<file path="config.mk">
export PLATFORM = sky130hd
export DESIGN_NAME = line_follow_turn_fsm_unit
export DESIGN_NICKNAME = d
export VERILOG_FILES = /design/src/rtl/lft_pkg.sv /design/src/rtl/lft_cfg.sv /design/src/rtl/lft_core.sv /design/src/rtl/line_follow_turn_fsm_unit.sv
export SDC_FILE = /design/constraint.sdc
export NUM_CORES = 1
export LEC_CHECK = 0
export BUFFER_PORTS_ARGS = -buffer_cell sky130_fd_sc_hd__buf_2
export CORE_MARGIN = 2
export CORE_UTILIZATION = 35
export DETAILED_ROUTE_END_ITERATION = 7
export HOLD_SLACK_MARGIN = 0.02
export PLACE_DENSITY_LB_ADDON = 0.08
export SLEW_MARGIN = 15
export SYNTH_ARGS = -nofsm -noshare
export SYNTH_HDL_FRONTEND = slang
export SYNTH_HIERARCHICAL = 1
export SYNTH_SLANG_ARGS = --single-unit
</file>
<file path="constraint.sdc">
create_clock -name clk -period 5.7 [get_ports clk]
set_input_delay 0 -clock clk [delete_from_list [all_inputs] [get_ports clk]]
set_output_delay 0 -clock clk [all_outputs]
set_load 0.01 [all_outputs]
</file>
<file path="src/rtl/lft_pkg.sv">
// Shared types and constants for the line-follow turn controller.
`default_nettype none

package lft_pkg;

  // Sensor groups and mode-logic limits
  localparam logic [7:0] SideLeftMask  = 8'h07;
  localparam logic [7:0] SideRightMask = 8'hE0;
  localparam logic [7:0] MidMask       = 8'h18;
  localparam logic [3:0] HoldLimit     = 4'd15;
  localparam logic [2:0] RecoverTicks  = 3'd3;

  // Configuration register indexes
  localparam int unsigned CfgIdxW  = 2;
  localparam int unsigned CfgDataW = 16;
  localparam logic [CfgIdxW-1:0] CfgAdvanceTicks = 2'd0;
  localparam logic [CfgIdxW-1:0] CfgTurnTimeout  = 2'd1;
  localparam logic [CfgIdxW-1:0] CfgInnerSpeed   = 2'd2;
  localparam logic [CfgIdxW-1:0] CfgOuterSpeed   = 2'd3;

  // Configuration reset values
  localparam logic [7:0]         AdvanceTicksRst = 8'd10;
  localparam logic [15:0]        TurnTimeoutRst  = 16'd2000;
  localparam logic signed [15:0] InnerSpeedRst   = 16'sd0;
  localparam logic signed [15:0] OuterSpeedRst   = 16'sd0;

  typedef enum logic [2:0] {
    MODE_STRAIGHT = 3'd0,
    MODE_DELAY    = 3'd1,
    MODE_LEFT     = 3'd2,
    MODE_RIGHT    = 3'd3,
    MODE_LOST     = 3'd4
  } mode_t;

  typedef struct packed {
    logic [7:0]         advance_ticks;
    logic [15:0]        turn_limit_ms;
    logic signed [15:0] inner_speed;
    logic signed [15:0] outer_speed;
  } cfg_t;

  typedef struct packed {
    mode_t              mode;
    logic               going_straight;
    logic               line_lost;
    logic signed [15:0] left_wheel;
    logic signed [15:0] right_wheel;
  } res_t;

endpackage

`default_nettype wire

</file>
<file path="src/rtl/lft_cfg.sv">
// Configuration register bank for the turn controller.
`default_nettype none

module lft_cfg (
  input  wire logic                          clk,
  input  wire logic                          rst,
  input  wire logic                          wr_en,
  input  wire logic [lft_pkg::CfgIdxW-1:0]  wr_index,
  input  wire logic [lft_pkg::CfgDataW-1:0] wr_data,
  output lft_pkg::cfg_t                      cfg
);

  lft_pkg::cfg_t regs;

  always_ff @(posedge clk) begin
    if (rst) begin
      regs.advance_ticks <= lft_pkg::AdvanceTicksRst;
      regs.turn_limit_ms <= lft_pkg::TurnTimeoutRst;
      regs.inner_speed   <= lft_pkg::InnerSpeedRst;
      regs.outer_speed   <= lft_pkg::OuterSpeedRst;
    end else if (wr_en) begin
      unique case (wr_index)
        lft_pkg::CfgAdvanceTicks: regs.advance_ticks <= wr_data[7:0];
        lft_pkg::CfgTurnTimeout:  regs.turn_limit_ms <= wr_data;
        lft_pkg::CfgInnerSpeed:   regs.inner_speed   <= $signed(wr_data);
        lft_pkg::CfgOuterSpeed:   regs.outer_speed   <= $signed(wr_data);
        default: ;
      endcase
    end
  end

  assign cfg = regs;

endmodule

`default_nettype wire

</file>
<file path="src/rtl/lft_core.sv">
// Mode state and single-tick next-state logic of the turn controller.
`default_nettype none

module lft_core (
  input  wire logic          clk,
  input  wire logic          rst,
  input  wire logic          step,
  input  wire logic [7:0]    bits,
  input  wire logic          line,
  input  wire logic [31:0]   now,
  input  wire lft_pkg::cfg_t cfg,
  output lft_pkg::res_t      res
);

  lft_pkg::mode_t cur_mode, cur_mode_next;
  logic           pending_right, pending_right_next;
  logic           centre_was_lost, centre_was_lost_next;
  logic [31:0]    turn_start_time, turn_start_time_next;
  logic [3:0]     centre_hold_count, centre_hold_count_next;
  logic [1:0]     recovery_count, recovery_count_next;
  logic [7:0]     delay_count, delay_count_next;

  logic           mid_on;
  logic [7:0]     delay_dec;
  logic           lost_upd;
  logic [3:0]     hold_upd;
  logic [31:0]    elapsed;
  logic [2:0]     recover_sum;

  assign mid_on      = |(bits & lft_pkg::MidMask);
  assign delay_dec   = (delay_count != 8'd0) ? delay_count - 8'd1 : 8'd0;
  assign elapsed     = now - turn_start_time;
  assign recover_sum = {1'b0, recovery_count} + 3'd1;

  always_comb begin
    cur_mode_next          = cur_mode;
    pending_right_next     = pending_right;
    centre_was_lost_next   = centre_was_lost;
    turn_start_time_next   = turn_start_time;
    centre_hold_count_next = centre_hold_count;
    recovery_count_next    = recovery_count;
    delay_count_next       = delay_count;
    lost_upd               = centre_was_lost;
    hold_upd               = centre_hold_count;

    unique case (cur_mode) inside
      lft_pkg::MODE_DELAY: begin
        if (!line) begin
          cur_mode_next = lft_pkg::MODE_LOST;
        end else begin
          delay_count_next = delay_dec;
          if (delay_dec == 8'd0) begin
            cur_mode_next          = pending_right ? lft_pkg::MODE_RIGHT : lft_pkg::MODE_LEFT;
            centre_was_lost_next   = 1'b0;
            centre_hold_count_next = 4'd0;
            turn_start_time_next   = now;
          end
        end
      end
      lft_pkg::MODE_LEFT, lft_pkg::MODE_RIGHT: begin
        if (!mid_on) begin
          lost_upd = 1'b1;
          hold_upd = 4'd0;
        end else if (centre_hold_count < lft_pkg::HoldLimit) begin
          hold_upd = centre_hold_count + 4'd1;
        end
        centre_was_lost_next   = lost_upd;
        centre_hold_count_next = hold_upd;
        // Exit on centre recapture once the centre has been lost
        if (lost_upd && (mid_on || hold_upd >= lft_pkg::HoldLimit)) begin
          cur_mode_next          = lft_pkg::MODE_STRAIGHT;
          centre_was_lost_next   = 1'b0;
          centre_hold_count_next = 4'd0;
          turn_start_time_next   = 32'd0;
        end else if (elapsed >= {16'd0, cfg.turn_limit_ms}) begin
          cur_mode_next = lft_pkg::MODE_LOST;
        end
      end
      lft_pkg::MODE_LOST: begin
        if (line) begin
          if (recover_sum >= lft_pkg::RecoverTicks) begin
            cur_mode_next        = lft_pkg::MODE_STRAIGHT;
            turn_start_time_next = 32'd0;
            centre_was_lost_next = 1'b0;
            recovery_count_next  = 2'd0;
          end else begin
            recovery_count_next = recover_sum[1:0];
          end
        end else begin
          recovery_count_next = 2'd0;
        end
      end
      default: begin
        // Straight, and any unused code acts as straight; left wins a tie
        if (!line) begin
          cur_mode_next = lft_pkg::MODE_LOST;
        end else if ((bits & lft_pkg::SideLeftMask) == lft_pkg::SideLeftMask) begin
          cur_mode_next      = lft_pkg::MODE_DELAY;
          pending_right_next = 1'b0;
          delay_count_next   = cfg.advance_ticks;
        end else if ((bits & lft_pkg::SideRightMask) == lft_pkg::SideRightMask) begin
          cur_mode_next      = lft_pkg::MODE_DELAY;
          pending_right_next = 1'b1;
          delay_count_next   = cfg.advance_ticks;
        end
      end
    endcase
  end

  always_comb begin
    res.mode           = cur_mode_next;
    res.going_straight = (cur_mode_next == lft_pkg::MODE_STRAIGHT) ||
                         (cur_mode_next == lft_pkg::MODE_DELAY);
    res.line_lost      = (cur_mode_next == lft_pkg::MODE_LOST);
    res.left_wheel     = 16'sd0;
    res.right_wheel    = 16'sd0;
    if (cur_mode_next == lft_pkg::MODE_LEFT) begin
      res.left_wheel  = cfg.inner_speed;
      res.right_wheel = cfg.outer_speed;
    end else if (cur_mode_next == lft_pkg::MODE_RIGHT) begin
      res.left_wheel  = cfg.outer_speed;
      res.right_wheel = cfg.inner_speed;
    end
  end

  always_ff @(posedge clk) begin
    if (rst) begin
      cur_mode          <= lft_pkg::MODE_STRAIGHT;
      pending_right     <= 1'b0;
      centre_was_lost   <= 1'b0;
      turn_start_time   <= 32'd0;
      centre_hold_count <= 4'd0;
      recovery_count    <= 2'd0;
      delay_count       <= 8'd0;
    end else if (step) begin
      cur_mode          <= cur_mode_next;
      pending_right     <= pending_right_next;
      centre_was_lost   <= centre_was_lost_next;
      turn_start_time   <= turn_start_time_next;
      centre_hold_count <= centre_hold_count_next;
      recovery_count    <= recovery_count_next;
      delay_count       <= delay_count_next;
    end
  end

endmodule

`default_nettype wire

</file>
<file path="src/rtl/line_follow_turn_fsm_unit.sv">
// Top level of the line-follow turn controller: request registers and result stage.
//
//   channel | signals                                               | dir
//   --------+-------------------------------------------------------+-----
//   cfg     | cfg_valid cfg_ready cfg_index[1:0] cfg_data[15:0]      | in
//   in      | in_valid in_ready sensor_bits line_present time_ms     | in
//   out     | out_valid out_ready mode going_straight line_lost      | out
//           | left_wheel right_wheel                                 |
//
// One request per cycle sustained while out_ready stays high. A request taken into the
// input register runs the mode update as it moves on to the result register, which
// raises out_valid (two register stages). Mode state advances when a request moves
// from the input register to the result register. Synchronous reset puts the mode
// state in straight, the config registers at their defaults and both valids low;
// both readies are low in reset. A stalled result holds both stages; the input
// register takes one more request only while it is empty.
`default_nettype none

module line_follow_turn_fsm_unit (
  input  wire logic                          clk,
  input  wire logic                          rst,
  input  wire logic                          cfg_valid,
  output      logic                          cfg_ready,
  input  wire logic [lft_pkg::CfgIdxW-1:0]  cfg_index,
  input  wire logic [lft_pkg::CfgDataW-1:0] cfg_data,
  input  wire logic                          in_valid,
  output      logic                          in_ready,
  input  wire logic [7:0]                    sensor_bits,
  input  wire logic                          line_present,
  input  wire logic [31:0]                   time_ms,
  output      logic                          out_valid,
  input  wire logic                          out_ready,
  output      logic [2:0]                    mode,
  output      logic                          going_straight,
  output      logic                          line_lost,
  output      logic signed [15:0]            left_wheel,
  output      logic signed [15:0]            right_wheel
);

  lft_pkg::cfg_t cfg;
  lft_pkg::res_t res;
  lft_pkg::res_t res_q;

  logic        s1_valid;
  logic [7:0]  s1_bits;
  logic        s1_line;
  logic [31:0] s1_time;
  logic        out_free;
  logic        advance;

  assign cfg_ready = !rst;

  lft_cfg u_cfg (
    .clk      (clk),
    .rst      (rst),
    .wr_en    (cfg_valid && cfg_ready),
    .wr_index (cfg_index),
    .wr_data  (cfg_data),
    .cfg      (cfg)
  );

  assign out_free = !out_valid || out_ready;
  assign advance  = s1_valid && out_free;
  assign in_ready = !rst && (!s1_valid || out_free);

  lft_core u_core (
    .clk  (clk),
    .rst  (rst),
    .step (advance),
    .bits (s1_bits),
    .line (s1_line),
    .now  (s1_time),
    .cfg  (cfg),
    .res  (res)
  );

  // Input register: take a request whenever the slot is empty or empties this cycle
  always_ff @(posedge clk) begin
    if (rst) begin
      s1_valid <= 1'b0;
    end else if (in_ready) begin
      s1_valid <= in_valid;
    end
  end

  always_ff @(posedge clk) begin
    if (in_ready && in_valid) begin
      s1_bits <= sensor_bits;
      s1_line <= line_present;
      s1_time <= time_ms;
    end
  end

  // Result register
  always_ff @(posedge clk) begin
    if (rst) begin
      out_valid <= 1'b0;
    end else if (out_free) begin
      out_valid <= s1_valid;
    end
  end

  always_ff @(posedge clk) begin
    if (advance) begin
      res_q <= res;
    end
  end

  assign mode           = res_q.mode;
  assign going_straight = res_q.going_straight;
  assign line_lost      = res_q.line_lost;
  assign left_wheel     = res_q.left_wheel;
  assign right_wheel    = res_q.right_wheel;

endmodule

`default_nettype wire
</file>
== Word level (Yosys, flattened, before mapping) ==
Cells that the tools add are included.
W data, S select, Z words.
Word-level totals
  register bits: 187
  bits of input ports: 64
  output and inout bits: 40
Operators by class
  add/sub/neg operators: 4
  $lt $le $gt $ge: 4
  equal/unequal tests: 18
  multiplexer cells: 44
  bitwise gates (word level): 2
  reductions and logical operators: 34
Operator list (number)
  $mux W32: 7
  $pmux W32 S3: 1
  $mux W8: 5
  $ge A32 B16 Y1: 1
  $sub A32 B32 Y32: 1
  $mux W3: 9
  $mux W4: 6
  $pmux W8 S2: 1
  $eq A3 B2 Y1 const B: 4
  $eq A3 B3 Y1 const B: 4
  $reduce_and A4 Y1: 3
  $mux W1: 10
  $reduce_and A2 Y1: 5
  $pmux W3 S3: 1
  $logic_not A8 Y1: 1
  $ne A2 B2 Y1 const B: 4
  $pmux W4 S2: 1
  $reduce_bool A8 Y1: 1
  $sub A8 B1 Y8 const B: 1
  $reduce_and A7 Y1: 1
  $eq A3 B1 Y1 const B: 2
  $reduce_and A6 Y1: 1
  $reduce_bool A3 Y1: 2
  $logic_and A1 B1 Y1: 5
  19 further kinds: 29

== Depth between registers and ports, before layout ==
  word-level depth: 12
  mapped depth: 22

== Cells and area by module ==
Netlist, hierarchy kept.
By module, submodules not included
  lft_core: times used 1, cells an instance 828, area an instance 5729.2 um^2, seq. area each 940.9 um^2
  line_follow_turn_fsm_unit: times used 1, cells an instance 91, area an instance 2453.6 um^2, seq. area each 2382.3 um^2
  lft_cfg: times used 1, cells an instance 212, area an instance 2274.7 um^2, seq. area each 1121.1 um^2

== Least setup slack after synthesis ==
Ideal clock, no wire load.
  path type: register to register
  from: reg s1_time[8]
  to: reg res_q, in the netlist left_wheel[0] (data pin)
  setup time: 274 ps
  arrival: 4037 ps
  required time: 5426 ps
  setup slack: 1390 ps
  cell stages (with the launch flop): 21
  clock period less this slack: 4310 ps
  cell sequence: edfxtp_1 > ha_1 > nand4_1 > a211oi_1 > nor2_1 > a31oi_1 > xor2_1 > ha_1 > a21oi_1 > nor2b_1 > o21ai_0 > o21ai_0 > a211oi_2 > nand4b_1 > or4_1 > nor4_2 > nand4bb_1 > buf_2 > buf_2 > nor3_1 > a2111oi_2
RTL lines
  from (decl): line line_follow_turn_fsm_unit.sv:47  | logic [31:0] s1_time;
  from (signal assigned): line line_follow_turn_fsm_unit.sv:90  | s1_time <= time_ms;
  to (signal assigned): line line_follow_turn_fsm_unit.sv:105  | res_q <= res;
  to (decl): line line_follow_turn_fsm_unit.sv:42  | lft_pkg::res_t res_q;

==> results.md <==
* WHS at 0.192 ns
* Largest area contributor in the netlist: edfxtp_1
* Worst-Skew Late Latency at 0.44 ns
* Initial DRC count at 462
* Syn_nets at 1244
* Most used DFF post-synth: dfxtp_1
* Reg2Reg Depth at 20
* Startpoint types: register
* Drc violations at 0
* Max Cap Violations at 0
* Met3 Track Usage GR at 2.66%
* Post-route cell area at 12400 um^2
* Syn Inst Count at 1131
* Post-synthesis sequential area ratio at 42.5%
* Top cells by area, synth: edfxtp_1, dfxtp_1, ha_1, mux2i_1, a2111oi_2
* Hold Path Stages at 3
* RR Startpoint: s1_time[8]$_DFFE_PP_
* Post-synth top cells: dfxtp_1, a21oi_1, nor2_1, edfxtp_1, nand2_1
* Synth top area share at 22.4%
* Max Freq at 194 MHz
* CTS Root Buffer Type: clkbuf_16
* GP Congestion at 0.838
* Final min period at 5.17 ns
* Hold_buf cts at 61
* Synth Register Bits at 183
* R2r endpoint: going_straight$_DFFE_PP_
* Top Ports at 104
* Hpwl dp at 17800 um
* H-tree Lvls at 4
* Initial antenna violation count at 0
* Distinct cell type count after synthesis at 64
* Peak fanout along the critical path at 66
* Vias in the first global route at 8013
* Vias per cell at 5.06
* Post-placement cell count at 1568
* CTS resizes at 0
* Layout Skew at 0.0140 ns
* Clock Sinks at 183
* Met2 Use GR at 27.9%
* RSZ-0062 raised after global routing: no
* Fin. Hold Viols at 0
* P_leak at 0.00461 uW
* # diodes at 0
* Combinational power share at 13.4%
* Internal power at 2150 uW
* YS warnings at 6
* Hold Path End: u_cfg/cfg[22]$_SDFFE_PP0P_
* Number of synthesized flops with an enable pin at 78
* Min-delay src: cfg_index[0]
* Final worst-path cycle share at 90.7%
* Crit path DAT at 5.34 ns
* Largest net degree at the start of global routing at 98
* Run status: complete, no violations
* Area growth, synth to finish at 18.9%
* Die span in x at 177 um
* Pwr dens at 239 nW/um^2
* Switching share of power at 27.6%
* Tightest Hold Check Type: in -> reg
* Area of the die at 31300 um^2
* Fill cells at 2971
* First-pass iteration count of the detailed router at 4
* First-pass GRT wire length at 41900 um
* Clock slew at reported path FFs at 0.08 ns
* Final setup viols at 0
* Core area at 29600 um^2
* Nets at 1371
* Final wirelength at 25900 um
* Antenna Nets Post-Route at 0
* Sequential share of power at 48.1%
* Least-Margin Pin Slew at 1.13 ns
* Dpl ws at 0.518 ns
* Drt wl/cell at 15.6 um
* Met1 Usage GRT at 21.8%
* Via Count at 8404
* Post-CTS Setup Repair Bufs at 0
* Slew headroom at 25.0%
* Max-slew violations at 0
* Site Rows at 63
* Busiest grt layer: met2
* Gr usage total at 16.6%
* NetSw at 821 uW
* Final TNS setup at 0 ns
* WP data required at 5.88 ns
* CTS max path bufs at 2
* Most common cell in the netlist: dfxtp_1
* CTS tree: yes
* Syn Std Cell Area at 10500 um^2
* Placed inst area at 11300 um^2
* Layout cell share with drive strength beyond 1 at 15.5%
* Chip height at 177 um
* Critical path class: reg -> reg
* Worst R2R Setup Slack at 0.53 ns
* Initial Util at 35.4%
* Final cell count without fillers at 1661
* Worst Slack Setup Final at 0.533 ns
* CP endpoint kind: register
* Clock network power share at 38.4%
* GR Overflow Total at 0
* Ys async rst share at 0%
* Footprint of the multi-input gates at 5500 um^2
* CTS Buf Count at 17
* Mean cell area of the mapped netlist at 9.25 um^2
* FF+latch area at 4440 um^2
* Max VDD drop at 168 uV
* IO buf count at 103
-- sequential cells by signal, indices dropped and copies added (netlist names) --
signal / flops
u_cfg/cfg: 56
s1_time: 32
u_core/turn_start_time: 32
left_wheel: 16
right_wheel: 16
s1_bits: 8
u_core/delay_count: 8
mode: 3
u_core/cur_mode: 3
u_core/recovery_count: 2
going_straight: 1
line_lost: 1
out_valid: 1
s1_line: 1
s1_valid: 1
u_core/centre_was_lost: 1
u_core/pending_right: 1
-- metal layers --
metal  up-vias  routed length [um]
met3        26                 606
met1      3950               12500
met5         -                   0
met4         0                 482
li1       4316                   -
met2       112               12400
-- layout by cell type (no fill, tap or decap), drive strengths merged, types with 17 or more instances in the layout --
master and count:
edfxtp 78, nand2 78, o21ai 70, mux2i 59
or3 35, a2111oi 32, nand2b 75, buf 115
dfxtp 105, a21oi 94, nand3 51, nor2 87
clkbuf 17, inv 63, nor3 45, ha 48
dlygate4sd3 61
-- worst max-delay path by stage --
stage	endpoint	start	slack, ns
detailed placement	going_straight$_DFFE_PP_	s1_time[8]$_DFFE_PP_	0.52
global placement	line_lost$_DFFE_PP_	s1_time[8]$_DFFE_PP_	0.63
CTS	going_straight$_DFFE_PP_	s1_time[8]$_DFFE_PP_	0.47
finish	going_straight$_DFFE_PP_	s1_time[8]$_DFFE_PP_	0.53
global route	going_straight$_DFFE_PP_	s1_time[6]$_DFFE_PP_	0.07
floorplan	left_wheel[0]$_DFFE_PP_	s1_time[8]$_DFFE_PP_	1.39
-- worst max-delay path, stage by stage, from the launching register on --
cell and delay [ns]:
edfxtp_1 0.40, ha_1 0.42, nand4_1 0.15, a211oi_1 0.35
nor2_1 0.13, a31oi_1 0.39, xor2_1 0.19, ha_1 0.26
a21oi_1 0.15, nor2b_1 0.05, o21ai_0 0.14, o21ai_0 0.13
a211oi_2 0.17, nand4b_1 0.12, or4_1 0.55, nor4_2 0.30
nand4bb_4 0.16, buf_4 0.40, and2_1 0.32, inv_1 0.08
nor2_1 0.05
-- through the flow --
step           utilization, %  power (uW)
2_1_floorplan               -        1710
6_report                 42.1        2970
3_3_place_gp             38.1        1830
4_1_cts                  42.1        3030
3_5_place_dp             38.1        1830
5_1_grt                  42.1        3110
-- power groups by stage --
stage / logic [uW] / registers (uW) / clock network (uW)
2_1_floorplan: 254 / 1460 / 0
3_3_place_gp: 368 / 1460 / 0
3_5_place_dp: 369 / 1460 / 0
4_1_cts: 403 / 1430 / 1190
5_1_grt: 445 / 1440 / 1230
6_report: 399 / 1430 / 1140
-- final cells by class --
cell class | instances | area share (%)
Clock buffer | 17 | 3.42
Clock inverter | 15 | 1.12
Inverter | 58 | 1.75
Multi-Input combinational cell | 822 | 44.2
Sequential cell | 183 | 35.7
Tap cell | 390 | 3.92
Timing Repair Buffer | 176 | 9.80
-- cell families (layout without fill, tap and decap cells) --
group           Yosys count  after routing  share of synthesized area (%)
compound gates          257            257                           17.3
xor+xnor                 29             29                           2.43
fa+ha+maj                49             49                           5.93
buf+inv                 126            266                           5.25
flops                   183            183                           42.5
mux                      59             59                           5.65
simple gates            428            428                           21.0
(Power assumes the default switching activity.)
